<file path="src/rtl/ugns_ram.sv">
`timescale 1ns / 1ps
// Generic simple dual-port RAM: one write port, one read port, registered read.
// No dependencies.
module ugns_ram #(
	parameter int WIDTH  = 8,
	parameter int DEPTH  = 16,
	parameter int ADDR_W = (DEPTH > 1) ? $clog2(DEPTH) : 1
) (
	input  logic              clk,
	input  logic              we,
	input  logic [ADDR_W-1:0] waddr,
	input  logic [WIDTH-1:0]  wdata,
	input  logic [ADDR_W-1:0] raddr,
	output logic [WIDTH-1:0]  rdata
);
	logic [WIDTH-1:0] mem [DEPTH];

	always_ff @(posedge clk) begin
		if (we) begin
			mem[waddr] <= wdata;
		end
		rdata <= mem[raddr];
	end
endmodule

</file>
<file path="config.mk">
export PLATFORM = sky130hd
export DESIGN_NAME = ugns_ram
export DESIGN_NICKNAME = d
export VERILOG_FILES = /design/src/rtl/ugns_ram.sv
export SDC_FILE = /design/constraint.sdc
export NUM_CORES = 1
export LEC_CHECK = 0
export BUFFER_PORTS_ARGS = -buffer_cell sky130_fd_sc_hd__buf_2
export CORE_MARGIN = 10
export CORE_UTILIZATION = 54
export CTS_CLUSTER_SIZE = 14
export DETAILED_ROUTE_END_ITERATION = 8
export PLACE_DENSITY = 0.72
export SLEW_MARGIN = 20
export SYNTH_ARGS = -nofsm -noshare
export SYNTH_HDL_FRONTEND = slang
export SYNTH_SLANG_ARGS = --single-unit
</file>
<file path="constraint.sdc">
create_clock -name clk -period 2.5 [get_ports clk]
set_input_delay 0.5 -clock clk [delete_from_list [all_inputs] [get_ports clk]]
set_output_delay 0.5 -clock clk [all_outputs]
set_load 0.05 [all_outputs]
</file>
==> metrics.log <==
[metrics] final setup violation count: 0
[metrics] hold_buf cts: 0
[metrics] source of the worst register-to-register timing path: mem[1][5]$_DFFE_PP_
[metrics] Post-Route Setup TNS: 0 ns
[metrics] area growth from synthesis to final layout: 18.2%
[metrics] post-synthesis net count: 247
[metrics] initial core utilization: 55.7%
[metrics] kind of cell adding the most delay to the critical path: flip-flops
[metrics] Final period util: between 60% and 70%
[metrics] post-route DRC violation count: 0
[metrics] routed len/inst: between 20 and 25 um
[metrics] pin count of the biggest net entering global routing: 33
[metrics] Clock transition at path regs: about 0.060 ns
[metrics] master cell of the clock root buffer: clkbuf_8
[metrics] 1st-pass router iterations: 4
[metrics] area enclosed by the die boundary: ~0.014 sq mm
[metrics] Req. time, crit path: 2.00 ns
[metrics] setup repair after global routing missed its margin: false
[metrics] post-route ant nets: 0
[metrics] number of cells on the worst hold path: 1
[metrics] IO Pins: 26
[metrics] post-layout net count: 300
[metrics] max-capacitance violation count: 0
[metrics] Avg Inst Size Synth: 22.5 sq um
[metrics] cell depth of the worst flop-to-flop path: 3
[metrics] number of max-slew violations in the final report: 0
[metrics] Tightest Hold Check Type: input pin to flip-flop
[metrics] GRT Util Overall: ~15%
[metrics] worst-path cell with the longest stage delay: dfxtp_1
[metrics] maximum level of the CTS H-tree: 4
[metrics] type of origin of the critical path: flip-flop
[metrics] outcome: finished clean
[metrics] maximum ir drop on the vdd rail: 434 uV
[metrics] highest cell delay on the worst timing path: 0.38 ns
[metrics] vias in the first global route: 2641
[metrics] critical path type: flip-flop to primary output
[metrics] part of the Yosys area used for sequential elements: 77.8%
[metrics] Crit path buffers/inverters: 1
[metrics] Congestion Overflow GR: 0
[metrics] endpoint of the most critical register-to-register path: rdata[5]$_DFF_P_
[metrics] insertion delay to the later sink of the worst-skew pair: 0.51 ns
[metrics] Setup Fix Bufs, Post-CTS: 0
[metrics] minimum period implied by the final worst setup slack: between 1.5 and 2 ns
[metrics] Final Hold Viols: 0
[metrics] vias per inst: 5.74
[metrics] post_cts resized: 0
[metrics] CTS tree: yes
[metrics] sink of the worst hold path: mem[8][1]$_DFFE_PP_
[metrics] total of fill cells in the finished design: 576
[metrics] total via count after detailed routing: 2434
[metrics] overall die height: 118 um
[metrics] 1st-iter DRT viols: 210
[metrics] CTS Buffer Depth: 2
[metrics] design area: 0.00608 sq mm
[metrics] HPWL after DPL: 5.99 mm
[metrics] register-to-register setup slack: ~1.0 ns
[metrics] Tightest Pin Transition: 0.724 ns
[metrics] floorplan core area: 0.00924 sq mm
[metrics] number of warnings issued by yosys: 0
[metrics] max-slew headroom at the worst pin: between 50% and 60%
[metrics] maximum fanout along the worst path: 1
[metrics] final worst clock skew: 0.00674 ns
[metrics] netlist area before placement: about 0.0051 sq mm
[metrics] final routed wirelength across all metal layers: approximately 9.8 mm
[metrics] weighted congestion at the end of routability-driven global placement: 0.754
[metrics] Hold Crit Start: wdata[1]
[metrics] cells traversed along the worst timing path: buf_2
[metrics] instance area at placement: 0.00552 sq mm
[metrics] fraction of final layout cells with drive strength greater than 1: 31.5%
[metrics] highest attainable clock frequency: a little under 600 MHz
[metrics] global-route wire length before repair: 15.5 mm
[metrics] IO buf count: 25
[metrics] number of distinct library cells after synthesis: 19
[metrics] Sinks on Clock Net: between 100 and 150
[metrics] die extent in x: 118 um
[metrics] category of the worst setup path capture point: primary output
[metrics] arrival time at the worst endpoint: 1.19 ns
[metrics] TritonCTS Buffers: 17
[metrics] Site Rows: 35
[metrics] power per cell area: 851 mW/mm^2
[metrics] leakage component of the power: 2.07 nW
[metrics] number of antenna violations at the first check in global routing: 0
[metrics] #FFs+latches synth: 136
[metrics] cell count after synthesis: 229
[metrics] total inserted antenna cells: 0
cell usage after synthesis:
| library cell | instances | area [sq um] |
|---|---|---|
| a22oi_1 | 16 | 120 |
| and2_1 | 1 | 6.26 |
| and2b_1 | 1 | 7.51 |
| buf_2 | 3 | 15.0 |
| buf_4 | 1 | 7.51 |
| buf_6 | 3 | 33.8 |
| clkdlybuf4s25_2 | 3 | 30.0 |
| dfxtp_1 | 8 | 160 |
| edfxtp_1 | 128 | 3840 |
| mux4_1 | 14 | 368 |
| mux4_2 | 18 | 405 |
| nand2_1 | 9 | 33.8 |
| nand2b_1 | 2 | 12.5 |
| nand3_1 | 1 | 5.00 |
| nand3b_1 | 2 | 15.0 |
| nor2_1 | 13 | 48.8 |
| nor2b_1 | 1 | 6.26 |
| nor3_1 | 4 | 20.0 |
| or3b_2 | 1 | 8.76 |
routing by layer:
metal | track usage, % | part of all wire [%]
met1 | 19.0 | 42
met2 | 24.1 | 51
met3 | 4.27 | 5.9
met4 | 5.33 | 1.7
met5 | 0 | 0
sequential cells by signal, summed over array words and instances (netlist names):
name   cells
rdata      8
mem      128
worst max path at each step:
stage	from	to	depth (start not counted)
final	rdata[5]$_DFF_P_	rdata[5]	1
after global routing	rdata[5]$_DFF_P_	rdata[5]	1
after CTS	rdata[5]$_DFF_P_	rdata[5]	1
after detailed placement	raddr[0]	rdata[5]$_DFF_P_	5
after global placement	raddr[0]	rdata[5]$_DFF_P_	5
after floorplan	waddr[2]	mem[0][0]$_DFFE_PP_	2
through the flow:
| stage | setup slack, ns | hold slack [ns] | cells | utilization (%) | power, mW |
|---|---|---|---|---|---|
| 4_1_cts | 0.782 | 0.356 | 424 | 65.8 | 5.20 |
| 5_1_grt | 0.777 | 0.376 | 424 | 65.8 | 5.33 |
| 2_1_floorplan | 0.507 | 0.599 | 229 | - | 2.79 |
| 3_5_place_dp | 0.501 | 0.657 | 392 | 59.7 | 2.90 |
| 6_report | 0.814 | 0.366 | 424 | 65.8 | 5.17 |
| 3_3_place_gp | 0.533 | 0.650 | 392 | 59.7 | 2.89 |
cells by family (layout without fill, tap and decap cells):
| group | after synthesis | count (layout) | share of synthesized area [%] |
|---|---|---|---|
| DFF | 136 | 136 | 77.8 |
| and+or+nand+nor | 35 | 35 | 3.18 |
| muxes | 32 | 32 | 15.0 |
| AOI/OAI and AO/OA | 16 | 16 | 2.33 |
| buffers and inverters | 10 | 76 | 1.68 |
power by group:
| group | leakage (nW) | switching (mW) | internal, mW |
|---|---|---|---|
| Clock | 0.270 | 0.902 | 1.42 |
| Sequential | 1.22 | 0.0176 | 2.55 |
| Combinational | 0.580 | 0.180 | 0.103 |
| Total | 2.07 | 1.10 | 4.07 |
worst reg2reg max path, stage by stage, from the launching register on:
cell,delay [ns]
edfxtp_1,0.37
mux4_1,0.52
a22oi_1,0.32
nand2_1,0.12
layout make-up:
cell class | count | area (sq um) | area share, %
clock buffers | 18 | 418 | 6.87
clock inverters | 14 | 149 | 2.45
multi-input cells | 83 | 1060 | 17.4
flip-flops and latches | 136 | 4000 | 65.8
well taps | 129 | 161 | 2.65
repair buffers | 44 | 293 | 4.81
cells in the final DEF, fill, tap and decap left out, drive strengths merged, types with 4 or more instances in the layout:
master / n
edfxtp: 128
buf: 44
mux4: 32
clkbuf: 18
a22oi: 16
nor2: 13
nand2: 9
dfxtp: 8
clkinv: 6
nor3: 4
No activity file was read; power rests on OpenSTA's default activity.
