$ cat config.mk
export PLATFORM = sky130hd
export DESIGN_NAME = ugns_dist
export DESIGN_NICKNAME = d
export VERILOG_FILES = /design/src/rtl/ugns_pkg.sv /design/src/rtl/ugns_dist.sv
export SDC_FILE = /design/constraint.sdc
export NUM_CORES = 2
export LEC_CHECK = 0
export BUFFER_PORTS_ARGS = -buffer_cell sky130_fd_sc_hd__buf_2
export CORE_MARGIN = 2
export CORE_UTILIZATION = 40
export DETAILED_ROUTE_END_ITERATION = 8
export SLEW_MARGIN = 20
export SYNTH_ARGS = -nofsm -noshare
export SYNTH_HDL_FRONTEND = slang
export SYNTH_SLANG_ARGS = --single-unit
$ cat constraint.sdc
create_clock -name clk -period 15.25 [get_ports clk]
set_input_delay 4.575 -clock clk [delete_from_list [all_inputs] [get_ports clk]]
set_output_delay 4.575 -clock clk [all_outputs]
set_load 0.01 [all_outputs]
$ cat src/rtl/ugns_pkg.sv
`timescale 1ns / 1ps
// Shared types and constants for the uniform grid neighbor search block.
// Used by the top level and ugns_dist; depends on nothing.
package ugns_pkg;

	localparam int GRID_DEF      = 16;
	localparam int PARTICLES_DEF = 1024;
	localparam int NEIGHBORS_DEF = 64;

	localparam int S_TDATA_W = 64;
	localparam int S_TUSER_W = 2;
	localparam int M_TDATA_W = 88;

	localparam int IDX_W  = 10;
	localparam int CELL_W = 12;
	localparam int CNT_W  = 11;
	localparam int OCC_W  = 13;

	typedef enum logic [1:0] {
		FUNC_CLEAR = 2'd0,
		FUNC_ADD   = 2'd1,
		FUNC_QUERY = 2'd2,
		FUNC_STATS = 2'd3
	} func_t;

	typedef struct packed {
		logic signed [15:0] z;
		logic signed [15:0] y;
		logic signed [15:0] x;
	} coord_t;

	typedef struct packed {
		logic              pad;
		logic [14:0]       search_radius;
		coord_t            pos;
	} in_data_t;

	typedef struct packed {
		logic [6:0]        pad;
		logic [CNT_W-1:0]  smallest_cell;
		logic [CNT_W-1:0]  largest_cell;
		logic [CNT_W-1:0]  binned_particles;
		logic [OCC_W-1:0]  used_cells;
		logic              in_grid;
		logic [CELL_W-1:0] cell_index;
		logic              store_full;
		logic [IDX_W-1:0]  new_index;
		logic              overflow;
		logic [IDX_W-1:0]  neighbor_index;
	} out_data_t;

endpackage

$ cat src/rtl/ugns_dist.sv
`timescale 1ns / 1ps
// Squared distance unit: registers the three squared differences, then
// compares their sum against the squared radius. Depends on ugns_pkg.
module ugns_dist (
	input  logic             clk,
	input  ugns_pkg::coord_t a,
	input  ugns_pkg::coord_t b,
	input  logic [29:0]      rsq,
	output logic             hit
);
	import ugns_pkg::*;

	logic signed [16:0] dx, dy, dz;
	logic [33:0] sqx_s1, sqy_s1, sqz_s1;
	logic [35:0] sum;

	assign dx = 17'(a.x) - 17'(b.x);
	assign dy = 17'(a.y) - 17'(b.y);
	assign dz = 17'(a.z) - 17'(b.z);

	always_ff @(posedge clk) begin
		sqx_s1 <= 34'(dx) * 34'(dx);
		sqy_s1 <= 34'(dy) * 34'(dy);
		sqz_s1 <= 34'(dz) * 34'(dz);
	end

	assign sum = 36'(sqx_s1) + 36'(sqy_s1) + 36'(sqz_s1);
	assign hit = sum < 36'(rsq);
endmodule
==> summary.txt <==
outcome -> finished clean
H-tree levels -> 3
remaining global-route overflow -> 0
Tmin final -> 13.11 ns
Die W -> 305 um
Clock Sinks -> 99
Max clock buf depth -> 2
global-route usage over all layers -> 0.190
ratio of cells with drive above 1 in the final layout -> 0.0565
Routed WL -> 83.5 mm
PortBufs -> 127
Critical Path Most Common Cell -> fa_1
TNS Setup -> 0 ns
CTS tree -> yes
Antenna Violating Nets Remaining -> 0
slowest CP cell -> fa_1
GPL Wtd Cong -> 0.892
vias in the first global route -> 28102
Post-synth EDFFs -> 0
WL/cell -> 15.9 um
Core ar. -> 0.0899 mm^2
maxcap violations -> 0
final slew viol count -> 0
hold_buf cts -> 0
Most used DFF post-synth -> dfxtp_1
Antenna diodes -> 0
CTS Buf Count -> 9
final hold vios -> 0
ys async rst share -> 0
crit path launch type -> primary input
# IOs -> 128
Final #Nets -> 5404
Max Clk Rate -> 76.3 MHz
dominant cells by area after synthesis -> fa_1 (47%), ha_1 (12%), inv_1 (11%)
Detail Placement HPWL -> 72.3 mm
Seq/Total Area, Yosys -> 0.0547
Cell variety after synth -> 85
Die Height -> 305 um
Mapped Area -> 0.0363 mm^2
first-iteration detailed-routing DRC count -> 1548
Slew @ Worst Pin -> 1.01 ns
antenna violations before repair -> 0
warnings from Yosys -> 0
Via density -> 4.93
#FFs+latches synth -> 99
CP peak stage delay -> 0.57 ns
floorplan row count -> 110
first-pass GRT wire length -> 143 mm
Yosys top cell by area -> fa_1
period utilization -> 0.859
DR vias -> 25887
Critical Path Fanout Max -> 13
nature of the critical path endpoint -> flop
Die ar. -> 0.0931 mm^2
Starting Density -> 0.403
Area Overhead vs Synth -> 6.61%
Post-CTS Setup Repair Bufs -> 0
Worst EP required -> 15.55 ns
post-synth top area share -> 0.468
Endpoint, Worst Hold -> sqx_s1[2]$_DFF_P_
Setup crit start -> a[0]
Post-route DRC -> 0
Clock Pin Slew Worst Setup and Hold Paths -> 0.08 ns
Mapped Avg Cell Area -> 9.10 um^2
Crit Path Class -> in2reg
worst rel slew slack -> 0.326
final setup fails -> 0
Hold Path Class -> in2reg
Clock Tree Root -> clkbuf_16
DR pass1 iterations -> 5
hold path cells -> 4
Mapped Cells -> 3983
Arr. time, crit path -> 13.40 ns
post-cts resize count -> 0
RSZ-0062 raised after global routing -> no
pin count of the biggest net entering global routing -> 23
worst hold path startpoint -> b[0]
-- metrics by stage --
step	hold WS (ns)	utilization	setup WS [ns]	cell area, um^2	instances
after floorplan	4.92	-	2.92	36300	3984
after global placement	5.23	0.427	2.00	38300	5233
after detailed placement	5.23	0.427	1.86	38300	5233
after CTS	4.84	0.430	2.20	38700	5249
after global routing	4.87	0.430	1.59	38700	5249
final	4.85	0.430	2.14	38700	5249
-- routing by layer --
metal | part of all wire | wire (um) | track usage
met4 | 0.017 | 1390 | 0.0315
met5 | 0 | 0 | 0.00413
met3 | 0.055 | 4600 | 0.0273
met1 | 0.45 | 37300 | 0.261
met2 | 0.48 | 40200 | 0.324
-- how the worst max path moves through the flow --
| stage | cells after the start | end | slack (ns) |
|---|---|---|---|
| after global placement | 33 | sqx_s1[32]$_DFF_P_ | 2.00 |
| after detailed placement | 35 | sqx_s1[29]$_DFF_P_ | 1.86 |
| after floorplan | 34 | sqx_s1[33]$_DFF_P_ | 2.92 |
| final | 35 | sqx_s1[29]$_DFF_P_ | 2.14 |
| after CTS | 35 | sqx_s1[29]$_DFF_P_ | 2.20 |
| after global routing | 35 | sqx_s1[29]$_DFF_P_ | 1.59 |
-- cell families (layout without fill, tap and decap cells) --
logic type,count (synthesis),in the layout,synth area share
xor+xnor,170,170,0.0411
compound gates,435,435,0.0827
simple gates,899,899,0.106
fa+ha+maj,1209,1209,0.593
flops,99,99,0.0547
other cells,2,3,0.000207
buf+inv,1164,1253,0.121
mux,5,5,0.00141
-- layout make-up --
| class | count | area (um^2) |
|---|---|---|
| Clock buffer | 9 | 225 |
| Timing Repair Buffer | 169 | 951 |
| Multi-Input combinational cell | 2721 | 29900 |
| Fill cell | 8966 | 51200 |
| Inverter | 1068 | 4010 |
| Sequential cell | 99 | 1980 |
| Clock inverter | 7 | 91.3 |
| Tap cell | 1176 | 1470 |
-- registers in the layout (all words and copies together) (netlist names) --
register,flops
sqy_s1,33
sqz_s1,33
sqx_s1,33
-- cells in the mapped netlist (18+ instances only) --
| cell type | count |
|---|---|
| inv_1 | 1059 |
| fa_1 | 847 |
| ha_1 | 362 |
| nor2_1 | 348 |
| nand2_1 | 338 |
| xnor2_1 | 136 |
| a21oi_1 | 133 |
| dfxtp_1 | 99 |
| clkbuf_1 | 79 |
| o21ai_0 | 70 |
| a21o_1 | 59 |
| xor2_1 | 34 |
| nor3_1 | 33 |
| nand3_1 | 29 |
| nor2b_1 | 25 |
| o21a_1 | 25 |
| nand2b_1 | 23 |
| and2_1 | 21 |
| nand4_1 | 18 |
| o21bai_1 | 18 |
-- critical path, delay by kind of cell --
family,cells,cell delay (ns)
XOR/XNOR,2,0.27
adder cells (fa/ha/maj),9,3.98
AND/OR/NAND/NOR,4,0.69
buffers and inverters,8,1.01
AO/OA/AOI/OAI,12,2.90
-- cells in the final DEF, fill, tap and decap left out, drive strengths merged, types with 10 or more instances in the layout --
cell type / netlist / final
or3: 15 / 15
xnor2: 136 / 136
xor2: 34 / 34
o31ai: 12 / 12
o21bai: 18 / 18
nand2b: 23 / 23
fa: 847 / 847
o211ai: 13 / 13
inv: 1064 / 1067
a21oi: 134 / 134
nor2: 348 / 348
buf: 17 / 169
dfxtp: 99 / 99
a211oi: 15 / 15
or2: 11 / 11
and2: 22 / 22
nand4: 18 / 18
ha: 362 / 362
o21a: 25 / 25
and3: 12 / 12
nor3: 33 / 33
nand3: 29 / 29
nand2: 339 / 339
nor2b: 25 / 25
a21o: 59 / 59
o21ai: 73 / 73
a31oi: 10 / 10
Power is not shown: default switching activity piles up to over one toggle a cycle in this logic, so the estimate is an artifact.
